## config.mk

```make
export PLATFORM = sky130hd
export DESIGN_NAME = slpd_ram
export DESIGN_NICKNAME = d
export VERILOG_FILES = /design/src/hdl/slpd_ram.sv
export SDC_FILE = /design/constraint.sdc
export NUM_CORES = 2
export LEC_CHECK = 0
export BUFFER_PORTS_ARGS = -buffer_cell sky130_fd_sc_hd__buf_2
export CORE_MARGIN = 2
export CORE_UTILIZATION = 40
export CTS_CLUSTER_SIZE = 8
export DETAILED_ROUTE_END_ITERATION = 10
export MAX_ROUTING_LAYER = met4
export SLEW_MARGIN = 20
export SYNTH_ARGS = -nofsm -noshare
export SYNTH_HDL_FRONTEND = slang
export SYNTH_SLANG_ARGS = --single-unit
export TNS_END_PERCENT = 100
```

## constraint.sdc

```tcl
create_clock -name clk -period 3.3 [get_ports clk]
set_input_delay 0.66 -clock clk [delete_from_list [all_inputs] [get_ports clk]]
set_output_delay 0.66 -clock clk [all_outputs]
set_load 0.1 [all_outputs]
```

## src/hdl/slpd_ram.sv

```systemverilog
`timescale 1ns / 1ps
`default_nettype none

module slpd_ram #(
  parameter int unsigned DEPTH = 512,
  parameter int unsigned WIDTH = 8,
  localparam int unsigned AW = $clog2(DEPTH)
) (
  input  wire logic             clk,
  input  wire logic             we,
  input  wire logic [AW-1:0]    waddr,
  input  wire logic [WIDTH-1:0] wdata,
  input  wire logic             re,
  input  wire logic [AW-1:0]    raddr,
  output logic      [WIDTH-1:0] rdata
);

  logic [WIDTH-1:0] mem [DEPTH];

  always_ff @(posedge clk) begin
    if (we) begin
      mem[waddr] <= wdata;
    end
  end

  always_ff @(posedge clk) begin
    if (re) begin
      rdata <= mem[raddr];
    end
  end

endmodule

`default_nettype wire

```

==> Yosys cells after proc, flatten, opt, wreduce, memory -nomap -nowiden <==
Memory sizes are Yosys's and may differ from the RTL's. A register that Yosys moved wholly into a read port is not among the register bits.
Cells that the tools add are included.
W data, S select, Z words.
{ "classes": {"n_addsub": 0, "n_mul": 0, "n_div": 0, "n_lt_le_gt_ge": 0, "eq_ne": 0, "n_shift": 0, "n_mux": 2, "bitwise_logic": 0, "n_reduce_logical": 0} }
{ "ops": {"columns": ["operator", "n"], "rows": [
  ["$mux W1", 2]
]} }
{ "totals": {"regBits": 0, "latch_bits": 0, "ramBits": 4096, "rom_bits": 0, "inputBits": 29, "out_inout_bits": 8, "wordCells": 3, "mem_count": 1} }
{ "mem_list": {"columns": ["name", "words", "word_bits", "rd", "rd_clocked_by_memory_dff", "write_ports", "line_no", "text"], "rows": [
  ["mem", 512, 8, 1, 1, 1, "18", "logic [WIDTH-1:0] mem [DEPTH];"]
]} }

==> Longest topological paths before layout <==
{ "logic_depth": {"depth_word": 2, "ltp_mapped": 12, "ltp_nobuf": 7} }

==> Worst setup path before layout <==
Ideal clock, no wire load.
{ "synth_timing": {"path_type": "input port to flip-flop", "start": "in raddr[0]", "end": "reg rdata[0] (read register of mem) (data pin)", "setup_ps": 257, "arrival_ps": 2514, "required_time_ps": 3043, "path_slack_ps": 529, "stages": 10, "path_buffers": 4, "cell_sequence": "buf_4 -> buf_12 -> buf_12 -> buf_2 -> mux4_2 -> o21ai_0 -> nand3_1 -> nand4_1 -> o21ai_0 -> o2111a_1"} }
{ "synth_rtl": {"columns": ["element", "line_no", "text"], "rows": [
  ["from (decl)", "14", "input wire logic [AW-1:0] raddr,"],
  ["to (decl)", "15", "output logic [WIDTH-1:0] rdata"]
]} }

==> impl_metrics.env <==
export IMPL_startpoint_type="input pin"
export IMPL_clock_fmax_ghz=0.2993
export IMPL_crit_path_cell_trace="clkbuf_8 > nand2b_4 > buf_12 > buf_4 > o221ai_1 > a21oi_1 > nor4_1 > nand4_1 > nor4_1 > o2111a_1"
export IMPL_synthArstFlopShare_pct=0
export IMPL_numCtsBuffers=583
export IMPL_die_area_um2=405100
export IMPL_yosys_warnings=0
export IMPL_dpl_cell_area_um2=175000
export IMPL_coreArea_um2=398800
export IMPL_area_growth_pct=19.37
export IMPL_antenna_found_initial=17
export IMPL_multi_input_comb_area_um2=34000
export IMPL_gr_usage_all_layers_pct=21.75
export IMPL_die_width_um=636.5
export IMPL_crit_family="simple AND/OR/NAND/NOR gates"
export IMPL_arrival_ns=4.24
export IMPL_fin_worst_skew_ns=0.07072
export IMPL_cts_tree="done"
export IMPL_place_ws_ns=-0.8688
export IMPL_cts_root_buf="clkbuf_16"
export IMPL_drc=0
export IMPL_grt_overflow_total=0
export IMPL_synth_distinct_cells=50
export IMPL_place_congestion=0.8976
export IMPL_violations="negative setup slack"
export IMPL_fin_ws_ns=-0.04149
export IMPL_ios=37
export IMPL_drtAntennaViolNets=0
export IMPL_grt_max_degree=129
export IMPL_cpMaxStageDelayCell="nor4_1"
export IMPL_num_fill_cells=32471
export IMPL_netlist_area_um2=160000
export IMPL_cp_buffers_inverters=3
export IMPL_rows=232
export IMPL_finalWirelength_um=436000
export IMPL_maxCapViolations=0
export IMPL_rsz0062_at_grt="no"
export IMPL_timing_rr_start="mem[59][0]"
export IMPL_clockBufferDepth=4
export IMPL_worstMarginPinSlew_ns=1.168
export IMPL_fin_area_um2=191000
export IMPL_hp_class="input pin to flip-flop"
export IMPL_cts_sinks=4104
export IMPL_hp_start="wdata[1]"
export IMPL_grt_pass1_wl_um=625100
export IMPL_slew_headroom_pct=21.45
export IMPL_hold_viol=0
export IMPL_finalNetCount=9311
export IMPL_setup_violations=1
export IMPL_crit_fanout=40
export IMPL_cp_common_cell="nor4_1"
export IMPL_critPathKind="input pin to flip-flop"
export IMPL_slew_violations=0
export IMPL_grt_pass1_vias=86759
export IMPL_synth_seq_cells=4104
export IMPL_rr_endpoint="rdata[0]"
export IMPL_drive_gt1_share_pct=26.89
export IMPL_rr_worst_depth=7
export IMPL_syn_nets=8059
export IMPL_viasPerCell=5.823
export IMPL_post_cts_setup_buffers=0
export IMPL_syn_area_per_cell_um2=19.93
export IMPL_initial_utilization_pct=40.12
export IMPL_clkTransAtPathRegs_ns=0.05
export IMPL_post_cts_resized=0
export IMPL_seq_area_frac_synth_pct=77.02
export IMPL_regArea_um2=123200
export IMPL_detail_route_first_pass_iterations=6
export IMPL_required_ns=4.20
export IMPL_syn_inst=8030
export IMPL_die_height_um=636.5
export IMPL_finalCriticalPeriod_ns=3.341
export IMPL_post_dp_hpwl_um=282300
export IMPL_avgRoutedWirePerCell_um=29.84
export IMPL_synth_edf_count=4104
export IMPL_fin_crit_sh_pct=101.3
export IMPL_rrSetupSlack_ns=0.03
export IMPL_end_kind="flip-flop"
export IMPL_vdd_ir_drop_max_v=0.0005608
export IMPL_leakage_nw=62.76
export IMPL_whs_endpoint="mem[246][1]"
export IMPL_synth_ff_type="edfxtp_1"
export IMPL_final_cell_mix="4,104 x edfxtp_1, 957 x buf_4, 797 x mux2i_1"
export IMPL_drt_iter0_markers=10024
export IMPL_vias=85085
export IMPL_powerDensity_nw_per_um2=612.0
export IMPL_hold_depth=1
export IMPL_critPathMaxStageDelay_ns=0.90
export IMPL_status="complete, but fails checks"
export IMPL_h_tree_depth=6
export IMPL_layout_commonest_cell="edfxtp_1"
export IMPL_portBuffers=36
export IMPL_crit_cells=10
export IMPL_clk_latency_ns=1.04
-- metal layers --
metal | global-route usage (%) | wire length, µm | vias up
met3 | 3.619 | 33800 | 728
li1 | - | - | 35721
met1 | 28.93 | 176900 | 44877
met5 | - | 0 | -
met2 | 34.35 | 210100 | 3759
met4 | 6.984 | 15170 | 0
-- sequential cells by signal, indices dropped and copies added, names as in the netlist --
name,count
rdata,8
mem,4096
-- worst reg2reg max path, stage by stage, from the launching register on --
cell and delay (ns):
edfxtp_1 0.33, mux2i_1 0.09, o221ai_1 0.33, a21oi_1 0.23
nor4_1 0.69, nand4_1 0.27, nor4_1 0.90, o2111a_1 0.31
-- per-stage QoR --
| step | hold slack (ns) | instances | power (mW) | setup TNS (ns) | utilization [%] |
|---|---|---|---|---|---|
| 4_1_cts | 0.006621 | 14607 | 117.7 | 0 | 47.89 |
| 2_1_floorplan | 0.7589 | 8030 | 61.37 | 0 | - |
| 5_1_grt | 0.04783 | 14609 | 119.9 | 0 | 47.89 |
| 3_5_place_dp | 1.076 | 13959 | 64.63 | -5.163 | 43.88 |
| 3_3_place_gp | 1.065 | 13959 | 64.54 | -5.673 | 43.88 |
| 6_report | 0.09455 | 14611 | 116.9 | -0.04149 | 47.89 |
-- power by group --
part	internal (mW)	total, mW	switching (mW)
Combinational	2.23	6.10	3.87
Clock	31.9	53.2	21.4
Sequential	57.6	57.6	0.0283
Total	91.6	117	25.3
-- cells in the mapped netlist (13+ instances only) --
| library cell | instances | area (µm²) |
|---|---|---|
| nand2_1 | 111 | 416.7 |
| nand4_1 | 32 | 200.2 |
| a21oi_1 | 194 | 970.9 |
| buf_1 | 41 | 153.9 |
| mux2i_1 | 797 | 7978 |
| and2_1 | 20 | 125.1 |
| nor3_1 | 109 | 545.5 |
| o221ai_1 | 371 | 3249 |
| nor4_1 | 36 | 225.2 |
| mux4_2 | 654 | 14730 |
| a22oi_1 | 61 | 457.9 |
| buf_6 | 64 | 720.7 |
| buf_2 | 57 | 285.3 |
| nor2_1 | 597 | 2241 |
| o31ai_1 | 13 | 97.59 |
| o21ai_0 | 118 | 590.6 |
| edfxtp_1 | 4104 | 123200 |
| buf_4 | 70 | 525.5 |
| clkbuf_1 | 265 | 994.7 |
| o22ai_1 | 163 | 1020 |
| a211oi_1 | 17 | 127.6 |
| nand3_1 | 36 | 180.2 |
-- what timing repair did --
| action | 4_1_cts | 5_1_grt |
|---|---|---|
| hold endpoints to repair | 41 | 0 |
| hold buffers | 3 | 0 |
| endpoints found under the setup margin | 0 | 0 |
-- worst max path at each step --
stage	from	to
floorplan	raddr[0]	rdata[0]
global placement	raddr[0]	rdata[4]
detailed placement	raddr[2]	rdata[0]
CTS	mem[59][0]	rdata[0]
global route	mem[34][0]	rdata[0]
finish	raddr[2]	rdata[0]
-- cells by family (layout without fill, tap and decap cells) --
family / Yosys count / after routing / share of synthesized area, %
compound gates: 979 / 979 / 4.311
buf+inv: 516 / 1828 / 1.848
flops: 4104 / 4104 / 77.02
mux: 1451 / 1451 / 14.19
other cells: 0 / 4 / 0
simple gates: 980 / 980 / 2.630
-- area by class of cell --
cell class                 instances  area share, %
sequential                      4104          64.52
multi-input combinational       3410          17.80
clock buffer                     596          7.786
timing repair buffer            1180          5.865
tap                             5265          3.449
clock inverter                    49         0.5640
inverter                           3       0.009826
antenna                            4       0.005241
No activity file was read; power rests on OpenSTA's default activity.
